[config.mk]
export PLATFORM = sky130hd
export DESIGN_NAME = log_record_deframer_crc32
export DESIGN_NICKNAME = d
export VERILOG_FILES = /design/src/hdl/lrd_pkg.sv /design/src/hdl/log_record_deframer_crc32.sv
export SDC_FILE = /design/constraint.sdc
export NUM_CORES = 1
export LEC_CHECK = 0
export BUFFER_PORTS_ARGS = -buffer_cell sky130_fd_sc_hd__clkbuf_2
export CORE_UTILIZATION = 45
export DETAILED_ROUTE_END_ITERATION = 12
export MAX_ROUTING_LAYER = met4
export PLACE_DENSITY = 0.69
export REMOVE_ABC_BUFFERS = 1
export SYNTH_ARGS = -nofsm -noshare
export SYNTH_HDL_FRONTEND = slang
export SYNTH_SLANG_ARGS = --single-unit
[constraint.sdc]
create_clock -name i_clk -period 9.45 [get_ports i_clk]
set_input_delay 0 -clock i_clk [delete_from_list [all_inputs] [get_ports i_clk]]
set_output_delay 0 -clock i_clk [all_outputs]
set_load 0.1 [all_outputs]
[src/hdl/lrd_pkg.sv]
// Shared types, constants and the CRC-32 byte update for the log record deframer.
// No dependencies; used by log_record_deframer_crc32 through scoped names.
package lrd_pkg;

    localparam logic [31:0] CRC_POLY    = 32'hEDB8_8320;
    localparam logic [31:0] ALL_ONES    = 32'hFFFF_FFFF;
    localparam logic [31:0] MAGIC_RESET = 32'h4153_5452;

    // Header byte counts at which each header word is complete
    localparam logic [3:0] MAGIC_DONE  = 4'd4;
    localparam logic [3:0] CRC_DONE    = 4'd8;
    localparam logic [3:0] HEADER_DONE = 4'd12;

    // Result queue
    localparam int unsigned FIFO_DEPTH = 4;
    localparam int unsigned FIFO_AW    = $clog2(FIFO_DEPTH);
    localparam int unsigned FIFO_CW    = $clog2(FIFO_DEPTH + 1);

    typedef enum logic [1:0] {
        PH_HEADER  = 2'd0,
        PH_PAYLOAD = 2'd1,
        PH_HALTED  = 2'd2
    } t_phase;

    typedef enum logic [2:0] {
        K_BYTE     = 3'd0,
        K_GOOD     = 3'd1,
        K_CRCBAD   = 3'd2,
        K_MAGICBAD = 3'd3,
        K_TORN     = 3'd4,
        K_END      = 3'd5
    } t_kind;

    typedef struct packed {
        t_kind       kind;
        logic [7:0]  payload_byte;
        logic [31:0] record_length;
        logic        last_of_run;
    } t_result;

    // Reflected CRC-32 register update for one byte, bitwise form
    function automatic logic [31:0] crc32_byte(input logic [31:0] crc, input logic [7:0] b);
        logic [31:0] x;
        x = crc ^ {24'd0, b};
        for (int k = 0; k < 8; k++) begin
            x = x[0] ? ((x >> 1) ^ CRC_POLY) : (x >> 1);
        end
        return x;
    endfunction

endpackage

[src/hdl/log_record_deframer_crc32.sv]
// Log record deframer with CRC-32 payload check, top level.
// Depends on lrd_pkg for types, constants and the CRC byte update.

// Takes one stream byte per cycle, unless the input stalls, and splits the
// stream into records of a 12-byte little-endian header (magic word, CRC-32,
// payload length) and payload. Payload bytes come out as they arrive; after
// the last one a verdict word (good or CRC mismatch) follows. Bad magic or a
// CRC mismatch halts the block until the end-of-stream word, which reports a
// torn record if one is open and then a stream end, and returns the block to
// its reset state (the magic register keeps its value). Each input word passes
// an input register and then the CRC/compare logic, which writes its results
// into a 4-entry queue once the queue has room; results leave the queue one per
// cycle while the consumer is ready, so a word with two results (last payload
// byte, or a torn record at end of stream) takes two queue entries. The input
// stalls only while the queue holds more than two results. Write the magic
// register only while the block is idle.
module log_record_deframer_crc32 (
    input  logic        i_clk,
    input  logic        i_rst_n,
    input  logic        i_cfg_we,
    input  logic [31:0] i_cfg_data,
    input  logic        i_in_valid,
    output logic        o_in_ready,
    input  logic        i_req_type,
    input  logic [7:0]  i_data_byte,
    output logic        o_out_valid,
    input  logic        i_out_ready,
    output logic [2:0]  o_kind,
    output logic [7:0]  o_payload_byte,
    output logic [31:0] o_record_length,
    output logic        o_last_of_run
);

    logic [31:0]   r_magic;

    logic          r_in_valid;
    logic          r_in_type;
    logic [7:0]    r_in_byte;

    lrd_pkg::t_phase r_phase, n_phase;
    logic [3:0]    r_hdr_cnt, n_hdr_cnt;
    logic [31:0]   r_hdr_word, n_hdr_word;
    logic [31:0]   r_exp_crc, n_exp_crc;
    logic [31:0]   r_pay_len, n_pay_len;
    logic [31:0]   r_left, n_left;
    logic [31:0]   r_crc, n_crc;

    lrd_pkg::t_result r_fifo [lrd_pkg::FIFO_DEPTH];
    logic [lrd_pkg::FIFO_AW-1:0] r_wr_ptr, r_rd_ptr;
    logic [lrd_pkg::FIFO_CW-1:0] r_count;

    lrd_pkg::t_result res0, res1;
    logic [1:0]    res_cnt;
    logic          stage_go;
    logic          pop;
    logic [31:0]   shifted;
    logic [3:0]    cnt_inc;
    logic [31:0]   crc_upd;
    logic          torn;

    // Process the held word only when the queue has room for two results
    assign stage_go   = r_in_valid
                        && (r_count <= lrd_pkg::FIFO_CW'(lrd_pkg::FIFO_DEPTH - 2));
    assign o_in_ready = !r_in_valid || stage_go;

    assign pop         = o_out_valid && i_out_ready;
    assign o_out_valid = (r_count != '0);

    assign o_kind          = r_fifo[r_rd_ptr].kind;
    assign o_payload_byte  = r_fifo[r_rd_ptr].payload_byte;
    assign o_record_length = r_fifo[r_rd_ptr].record_length;
    assign o_last_of_run   = r_fifo[r_rd_ptr].last_of_run;

    assign shifted = {r_in_byte, r_hdr_word[31:8]};
    assign cnt_inc = r_hdr_cnt + 4'd1;
    assign crc_upd = lrd_pkg::crc32_byte(r_crc, r_in_byte);
    assign torn    = (r_phase == lrd_pkg::PH_PAYLOAD)
                     || ((r_phase == lrd_pkg::PH_HEADER) && (r_hdr_cnt != 4'd0));

    always_comb begin
        n_phase    = r_phase;
        n_hdr_cnt  = r_hdr_cnt;
        n_hdr_word = r_hdr_word;
        n_exp_crc  = r_exp_crc;
        n_pay_len  = r_pay_len;
        n_left     = r_left;
        n_crc      = r_crc;
        res0       = '0;
        res1       = '0;
        res_cnt    = 2'd0;

        if (r_in_type) begin
            if (torn) begin
                res0.kind          = lrd_pkg::K_TORN;
                res0.record_length = (r_phase == lrd_pkg::PH_PAYLOAD) ? r_pay_len : 32'd0;
                res1.kind          = lrd_pkg::K_END;
                res1.last_of_run   = 1'b1;
                res_cnt            = 2'd2;
            end else begin
                res0.kind        = lrd_pkg::K_END;
                res0.last_of_run = 1'b1;
                res_cnt          = 2'd1;
            end
            n_phase    = lrd_pkg::PH_HEADER;
            n_hdr_cnt  = 4'd0;
            n_hdr_word = 32'd0;
            n_exp_crc  = 32'd0;
            n_pay_len  = 32'd0;
            n_left     = 32'd0;
            n_crc      = lrd_pkg::ALL_ONES;
        end else begin
            case (r_phase)
                lrd_pkg::PH_HEADER: begin
                    n_hdr_word = shifted;
                    n_hdr_cnt  = cnt_inc;
                    if (cnt_inc == lrd_pkg::MAGIC_DONE) begin
                        if (shifted != r_magic) begin
                            res0.kind        = lrd_pkg::K_MAGICBAD;
                            res0.last_of_run = 1'b1;
                            res_cnt          = 2'd1;
                            n_phase          = lrd_pkg::PH_HALTED;
                            n_hdr_cnt        = 4'd0;
                        end
                    end else if (cnt_inc == lrd_pkg::CRC_DONE) begin
                        n_exp_crc = shifted;
                    end else if (cnt_inc >= lrd_pkg::HEADER_DONE) begin
                        n_pay_len = shifted;
                        n_left    = shifted;
                        n_crc     = lrd_pkg::ALL_ONES;
                        n_hdr_cnt = 4'd0;
                        if (shifted == 32'd0) begin
                            // Empty payload: CRC of nothing is zero
                            res0.kind          = (r_exp_crc == 32'd0) ? lrd_pkg::K_GOOD
                                                                      : lrd_pkg::K_CRCBAD;
                            res0.record_length = shifted;
                            res0.last_of_run   = 1'b1;
                            res_cnt            = 2'd1;
                            n_phase            = (r_exp_crc == 32'd0) ? lrd_pkg::PH_HEADER
                                                                      : lrd_pkg::PH_HALTED;
                        end else begin
                            n_phase = lrd_pkg::PH_PAYLOAD;
                        end
                    end
                end
                lrd_pkg::PH_PAYLOAD: begin
                    res0.kind          = lrd_pkg::K_BYTE;
                    res0.payload_byte  = r_in_byte;
                    res0.record_length = r_pay_len;
                    n_left             = r_left - 32'd1;
                    if (r_left == 32'd1) begin
                        // Last payload byte: byte, then the verdict
                        res1.kind          = ((crc_upd ^ lrd_pkg::ALL_ONES) == r_exp_crc)
                                             ? lrd_pkg::K_GOOD : lrd_pkg::K_CRCBAD;
                        res1.record_length = r_pay_len;
                        res1.last_of_run   = 1'b1;
                        res_cnt            = 2'd2;
                        n_phase            = ((crc_upd ^ lrd_pkg::ALL_ONES) == r_exp_crc)
                                             ? lrd_pkg::PH_HEADER : lrd_pkg::PH_HALTED;
                        n_hdr_cnt          = 4'd0;
                        n_crc              = lrd_pkg::ALL_ONES;
                    end else begin
                        res0.last_of_run = 1'b1;
                        res_cnt          = 2'd1;
                        n_crc            = crc_upd;
                    end
                end
                default: begin
                    // Halted: drop data bytes
                end
            endcase
        end
    end

    always_ff @(posedge i_clk) begin
        if (!i_rst_n) begin
            r_magic <= lrd_pkg::MAGIC_RESET;
        end else if (i_cfg_we) begin
            r_magic <= i_cfg_data;
        end
    end

    always_ff @(posedge i_clk) begin
        if (!i_rst_n) begin
            r_in_valid <= 1'b0;
        end else if (o_in_ready) begin
            r_in_valid <= i_in_valid;
        end
    end

    always_ff @(posedge i_clk) begin
        if (o_in_ready && i_in_valid) begin
            r_in_type <= i_req_type;
            r_in_byte <= i_data_byte;
        end
    end

    always_ff @(posedge i_clk) begin
        if (!i_rst_n) begin
            r_phase    <= lrd_pkg::PH_HEADER;
            r_hdr_cnt  <= 4'd0;
            r_hdr_word <= 32'd0;
            r_exp_crc  <= 32'd0;
            r_pay_len  <= 32'd0;
            r_left     <= 32'd0;
            r_crc      <= lrd_pkg::ALL_ONES;
        end else if (stage_go) begin
            r_phase    <= n_phase;
            r_hdr_cnt  <= n_hdr_cnt;
            r_hdr_word <= n_hdr_word;
            r_exp_crc  <= n_exp_crc;
            r_pay_len  <= n_pay_len;
            r_left     <= n_left;
            r_crc      <= n_crc;
        end
    end

    always_ff @(posedge i_clk) begin
        if (stage_go && (res_cnt != 2'd0)) begin
            r_fifo[r_wr_ptr] <= res0;
        end
        if (stage_go && (res_cnt == 2'd2)) begin
            r_fifo[r_wr_ptr + lrd_pkg::FIFO_AW'(1)] <= res1;
        end
    end

    always_ff @(posedge i_clk) begin
        if (!i_rst_n) begin
            r_wr_ptr <= '0;
            r_rd_ptr <= '0;
            r_count  <= '0;
        end else begin
            if (stage_go) begin
                r_wr_ptr <= r_wr_ptr + lrd_pkg::FIFO_AW'(res_cnt);
            end
            if (pop) begin
                r_rd_ptr <= r_rd_ptr + lrd_pkg::FIFO_AW'(1);
            end
            r_count <= r_count
                       + (stage_go ? lrd_pkg::FIFO_CW'(res_cnt) : lrd_pkg::FIFO_CW'(0))
                       - lrd_pkg::FIFO_CW'(pop);
        end
    end

endmodule
==> out/qor.txt, run 1 <==
Clock transition at the registers of the reported paths - 0.06 ns
Fmax - 0.2586 GHz
CP Class - reg -> reg
Max stage delay on crit path - 0.64 ns
Vias - 13836
First drt pass iteration count - 5
Post-layout min period - 3.867 ns
Number of remaining DRC errors - 0
Crit path arrival time - 4.07 ns
Max_cap viols - 0
GPL Wtd Cong - 0.9485
Core Footprint - 40920 um2
Clock Sinks - 385
Clk root buf - clkbuf_16
DR iter-0 viols - 1003
Pwr Density - 222.0 nW/um2
Gr usage total - 0.2476
Pre-CTS setup slack - 5.672 ns
DR vias/cell - 5.588
GRT overflow - 0
Die width - 205.9 um
Synth warn - 0
Clock latency on the worst-skew pair - 0.58 ns
Final hold vios - 0
Final total power - 4795 uW
Largest net degree at the start of global routing - 124
DP Area - 19610 um2
Min-delay src - i_req_type
Setup violations, final - 0
Slew Limit Fails - 0
Critical Path Sink Type - flop
Syn Inst Count - 1804
HP Class - in -> reg
RSZ-0062 raised after global routing - no
RR Startpoint - r_left[8]
Critical path's top delay family - simple AND/OR/NAND/NOR gates
Detail Route Antenna Nets - 0
I/O Pins - 92
Peak VDD IR - 129.7 uV
Register bit total from synthesis - 385
Avg Inst Size Synth - 10.37 um2
Nets - 1965
Top_reg_cell synth - dfxtp_1
Die area - 42400 um2
Reg2reg end - r_fifo[3][18]
Critical Path, Cell by Cell - nor4_1, and3_1, nand4_1, nor2_2, nor2_1, nor2_2, inv_2, nor2_2, or2_1, buf_4
R2R Setup Slk - 5.58 ns
Register area share after synthesis - 0.4938
Required time of the critical path - 9.65 ns
Worst R2R Path Depth - 10
CTS Hold Bufs - 56
Synth-to-Final Area Change - 15.45%
Final instance area - 21600 um2
Post-synth EDFFs - 153
Cell area after synthesis - 18710 um2
Unique masters post-synth - 68
Dpl hpwl - 33110 um
Final WS setup - 5.583 ns
Die H - 205.9 um
Initial antenna violation count - 0
Setup Buffers After CTS - 0
Min-Delay Endpoint - r_in_type
Slowest CP cell - nor4_1
Setup crit start kind - flop
Crit-path max FO - 37
Buffers added on ports - 91
Diode count - 0
Final Core Density - 0.5279
WHS Path Cells - 2
Asr flop ratio synth - 0
Leakage - 0.007552 uW
Status - completed
H-tree levels - 2
Resized Gates After CTS - 0
Crit-path most repeated cell - nor2_2
Inserted Clock Buffers - 42
Row cnt - 74
Fin Clk Skew - 0.02927 ns
Buf/Inv on CP - 2
Worst-Margin Slew - 1.133 ns
Max-slew headroom - 0.2438
Vias in the first global route - 13454
Layout cell share with drive strength beyond 1 - 0.1348
CTS tree - yes
Fin Setup TNS - 0 ns
DR WL/cell - 20.12 um
Clk buf depth - 3
First-pass GRT wire length - 78090 um
Starting Density - 0.4572
Final period util - 0.4092
Total Wirelength - 49820 um
## placed cells by master, fill, tap and decap left out, types with 38 or more instances in the layout
| cell type | n |
|---|---|
| nor2b_1 | 70 |
| dfxtp_1 | 230 |
| nor2_1 | 86 |
| clkbuf_2 | 93 |
| and2_1 | 164 |
| a21oi_1 | 38 |
| dlygate4sd3_1 | 56 |
| o21ai_0 | 45 |
| mux4_2 | 44 |
| clkbuf_16 | 44 |
| o22ai_1 | 41 |
| edfxtp_1 | 153 |
| xnor2_1 | 104 |
| a21boi_0 | 95 |
| mux2i_1 | 65 |
| nand2_1 | 283 |
## final cells by class
class	count	area, um2
Clock buffer	64	1294
Clock inverter	14	142.6
Fill cell	3587	19320
Inverter	20	75.07
Multi-Input combinational cell	1292	9000
Sequential cell	385	9241
Tap cell	532	665.6
Timing Repair Buffer	169	1184
## synth_stat cells, drive strengths merged (35+ instances only)
cell type | instances | area, um2
nor2b | 71 | 444.2
and2 | 164 | 1026
xnor2 | 118 | 1229
nor2 | 90 | 345.3
a21oi | 39 | 198.9
o22ai | 41 | 256.5
o21ai | 60 | 300.3
a21boi | 97 | 728.2
nor4 | 35 | 240.2
clkbuf | 88 | 330.3
mux4 | 44 | 991.0
nand2 | 283 | 1062
mux2i | 65 | 650.6
dfxtp | 232 | 4644
edfxtp | 153 | 4594
## routing by layer
metal | vias up | global-route usage | part of all wire
met3 | 82 | 0.03485 | 0.072
met4 | 0 | 0.06801 | 0.024
li1 | 6519 | - | -
met2 | 510 | 0.3804 | 0.46
met1 | 6725 | 0.3422 | 0.45
met5 | - | - | 0
## state kept, by name (all words and copies together) (netlist names), 3 cells and up, named ones only
| signal | flops |
|---|---|
| r_fifo | 176 |
| r_magic | 32 |
| r_crc | 32 |
| r_left | 32 |
| r_exp_crc | 32 |
| r_count | 3 |
| r_in_byte | 8 |
| r_hdr_word | 24 |
| r_hdr_cnt | 4 |
| r_pay_len | 32 |
## where the power goes
| group | total [uW] | leakage (uW) | internal (uW) | switching (uW) |
|---|---|---|---|---|
| clock network | 1680 | 0.000725 | 1000 | 678 |
| registers | 1840 | 0.00324 | 1780 | 57.3 |
| logic | 1280 | 0.00359 | 371 | 905 |
| total | 4790 | 0.00755 | 3150 | 1640 |
## through the flow
step | hold slack [ns] | std cells
after floorplan | 0.06194 | 1697
after global placement | 0.1818 | 2342
after detailed placement | 0.1788 | 2342
after CTS | 0.1463 | 2476
after global routing | 0.1405 | 2476
final | 0.1563 | 2476
## worst max-delay path by stage
stage                          start             to  slack [ns]  depth (start not counted)
after floorplan           r_phase[0]   r_fifo[3][0]        5.29                          8
after global placement     r_left[8]  r_fifo[3][19]        5.82                         10
after detailed placement   r_left[8]  r_fifo[3][19]        5.67                         10
after CTS                  r_left[8]  r_fifo[3][30]        5.65                         10
after global routing       r_left[8]  r_fifo[3][18]        5.23                         10
final                      r_left[8]  r_fifo[3][18]        5.58                         10
## cells by family after synthesis
logic type	synth area share
fa+ha+maj	0.006420
flops	0.4938
xor+xnor	0.08794
simple gates	0.1976
compound gates	0.1006
mux	0.08774
buf+inv	0.02588
Note: power is estimated with default switching activity, not from simulation.
==> inputs of run 2 (changes only) <==
Settings changed: ABC_AREA set to 1, PLACE_DENSITY 0.69 to 0.68.
Clock period 9.45 ns to 3.8 ns, I/O delays scaled along.
==> run 2 against run 1 <==
Compared with the run above:
- worst setup slack lost 5.0 ns
- clock power grew to 2.5 times the previous value
- die area rose by 5.8%
==> out/qor.txt, run 2 <==
Initial antenna violation count - 0 (unchanged)
Final total power - 13980 uW (+190%)
Crit-path max FO - 5 (-86%)
Max_cap viols - 0 (unchanged)
Layout cell share with drive strength beyond 1 - 0.1100 (-0.02473)
Required time of the critical path - 4.27 ns (-5.38 ns)
Fmax - 0.3062 GHz (+18%)
Setup Buffers After CTS - 0 (unchanged)
Switching power share of the total - 0.4162 (+0.07401)
Crit path arrival time - 3.74 ns (-0.33 ns)
Top_reg_cell synth - dfxtp_1
First-pass GRT wire length - 100100 um (+28%)
Met1 Usage GRT - 0.3821 (+0.03990)
Detail Route Antenna Nets - 0 (unchanged)
Global route hottest layer - met2
Asr flop ratio synth - 0 (unchanged)
Syn Inst Count - 2591 (+44%)
DR vias/cell - 5.718 (+2.3%)
Buffers added on ports - 91 (unchanged)
I/O Pins - 92 (unchanged)
Die area - 44860 um2 (+5.8%)
WHS Path Cells - 3 (+1)
Met2 Track Usage GR - 0.4803 (+0.09991)
Slew Limit Fails - 0 (unchanged)
Final instance area - 22640 um2 (+4.8%)
Gr usage total - 0.3013 (+0.05367)
Pre-CTS setup slack - 0.5498 ns (-5.123 ns)
CTS tree - yes
Max reg flops - 176 (unchanged)
Diode count - 0 (unchanged)
Top-count cell post-synth - nand2_1
HP Class - in -> reg
Setup violations, final - 0 (unchanged)
Die width - 211.8 um (+2.9%)
Register bit total from synthesis - 385 (unchanged)
Post-synth EDFFs - 153 (unchanged)
RSZ-0062 raised after global routing - no
Final WS setup - 0.5345 ns (-5.048 ns)
Die H - 211.8 um (+2.9%)
Total Wirelength - 65850 um (+32%)
First drt pass iteration count - 6 (+1)
Core Footprint - 43270 um2 (+5.7%)
Max-slew headroom - 0.2579 (+0.01403)
Starting Density - 0.4578 (+0.0005531)
Fin Clk Skew - 0.02258 ns (-0.006699 ns)
Cell taking the most area after synthesis - dfxtp_1
Commonest non-fill, non-tap cells in the layout - 590 x nand2_1, 282 x nor2_1, 242 x o21ai_0
Unique masters post-synth - 55 (-19%)
Hold_ws - 0.03495 ns (-0.1214 ns)
Area contributors post-synth - dfxtp_1 23%, edfxtp_1 23%, nand2_1 11%
Clock Sinks - 385 (unchanged)
Resized Gates After CTS - 0 (unchanged)
Flop pwr share - 0.351 (-0.032)
Worst R2R Path Depth - 16 (+6)
Register bank with the most flops - r_fifo
DP Area - 20720 um2 (+5.7%)
CP Class - reg -> reg
Pwr Density - 617.5 nW/um2 (+180%)
Final hold vios - 0 (unchanged)
Dpl hpwl - 44050 um (+33%)
Switching pwr - 5820 uW (+250%)
Post-layout min period - 3.266 ns (-0.6017 ns)
Row cnt - 76 (+2.7%)
Inserted Clock Buffers - 43 (+2.4%)
Synth warn - 0 (unchanged)
Peak VDD IR - 399.5 uV (+210%)
Leakage - 0.009408 uW (+25%)
Synth-to-Final Area Change - 14.32%
Final Core Density - 0.5233 (-0.004545)
Number of remaining DRC errors - 0 (unchanged)
DR iter-0 viols - 1667 (+66%)
Final period util - 0.8594 (+0.4501)
Register area share after synthesis - 0.4665 (-0.02730)
GRT overflow - 0 (unchanged)
Post-synth top cells - 590 x nand2_1, 282 x nor2_1, 242 x o21ai_0
Internal - 8161 uW (+160%)
Clk root buf - clkbuf_16
Clock latency on the worst-skew pair - 0.60 ns (+0.02 ns)
Worst-Margin Slew - 1.112 ns (-0.02105 ns)
Fillers - 4055 (+13%)
Nets - 2738 (+39%)
Status - completed
Most common cell after layout, fill and taps aside - nand2_1
Avg Inst Size Synth - 7.644 um2 (-26%)
Clock Power Share - 0.306 (-0.045)
DR WL/cell - 19.94 um (-0.88%)
Clk buf depth - 3 (unchanged)
GPL Wtd Cong - 0.9704 (+2.3%)
Vias in the first global route - 17627 (+31%)
Cell area after synthesis - 19810 um2 (+5.9%)
Setup crit start kind - flop
H-tree levels - 2 (unchanged)
Largest net degree at the start of global routing - 84 (-32%)
Clock transition at the registers of the reported paths - 0.06 ns (about the same)
Critical Path Sink Type - flop
Synth top area share - 0.2345 (-0.01372)
Met3 Usage GRT - 0.05192 (+0.01707)
Vias - 18881 (+36%)
Combinational Power Share - 0.342 (+0.076)
[run 2: worst max-delay path, cell delays in order, from the launching register on]
cell and delay, ns:
edfxtp_1 0.46, nor4_1 0.43, nand4_1 0.23, nor2_1 0.25, nand2_1 0.08, nand2_1 0.08
nand2_2 0.08, nand3_1 0.22, nand2_1 0.11, ha_1 0.28, inv_1 0.06, ha_1 0.13
inv_1 0.05, fa_1 0.43, xor2_1 0.17, inv_1 0.06, nor2_1 0.03
[run 2: power groups by stage]
stage	registers, uW	logic [uW]	clock network, uW
after floorplan	4950	3490	0
after global placement	4970	4650	0
after detailed placement	4990	4690	0
after CTS	4900	4750	4310
after global routing	4940	5110	4480
final	4910	4780	4280
[run 2: cell type report]
type                       instances  area (um2)  share of cell area
clock buffer                      62        1259             0.05559
clock inverter                    17       185.2            0.008179
inverter                         257       969.7             0.04283
multi-input combinational       1816        8997              0.3974
sequential                       385        9240              0.4081
tap                              585       732.0             0.03233
timing repair buffer             180        1259             0.05559
[run 2: cells by family after synthesis]
kind of cell	Yosys count	share of synthesized area
XOR/XNOR	40	0.01769
buffers and inverters	390	0.07960
AO/OA/AOI/OAI	617	0.1776
AND/OR/NAND/NOR	1146	0.2505
adder cells (fa/ha/maj)	9	0.006065
multiplexers	4	0.002022
flip-flops	385	0.4665
[run 2: metal layers]
| layer | part of all wire | vias up |
|---|---|---|
| li1 | - | 8949 |
| met1 | 0.41 | 8923 |
| met2 | 0.47 | 875 |
| met3 | 0.087 | 134 |
| met4 | 0.034 | 0 |
| met5 | 0 | - |
[run 2: final timing paths]
check / startpoint / to / slack (ns)
worst max-delay path: r_in_byte[4] / r_count[2] / 0.53
worst min-delay path: i_cfg_we / r_magic[10] / 0.03
worst max register to register: r_in_byte[4] / r_count[2] / 0.53
worst min register to register: r_fifo[2][39] / r_fifo[2][39] / 0.46
[run 2: metrics by stage]
stage                     setup TNS [ns]  instances
after detailed placement               0       3175
after global routing                   0       3302
after CTS                              0       3302
final                                  0       3302
after floorplan                   -26.97       2458
after global placement                 0       3175
[run 2: repair_timing]
action / CTS / global route
hold endpoints to repair: 71 / 0
hold buffers: 48 / 0
endpoints found under the setup margin: 0 / 0
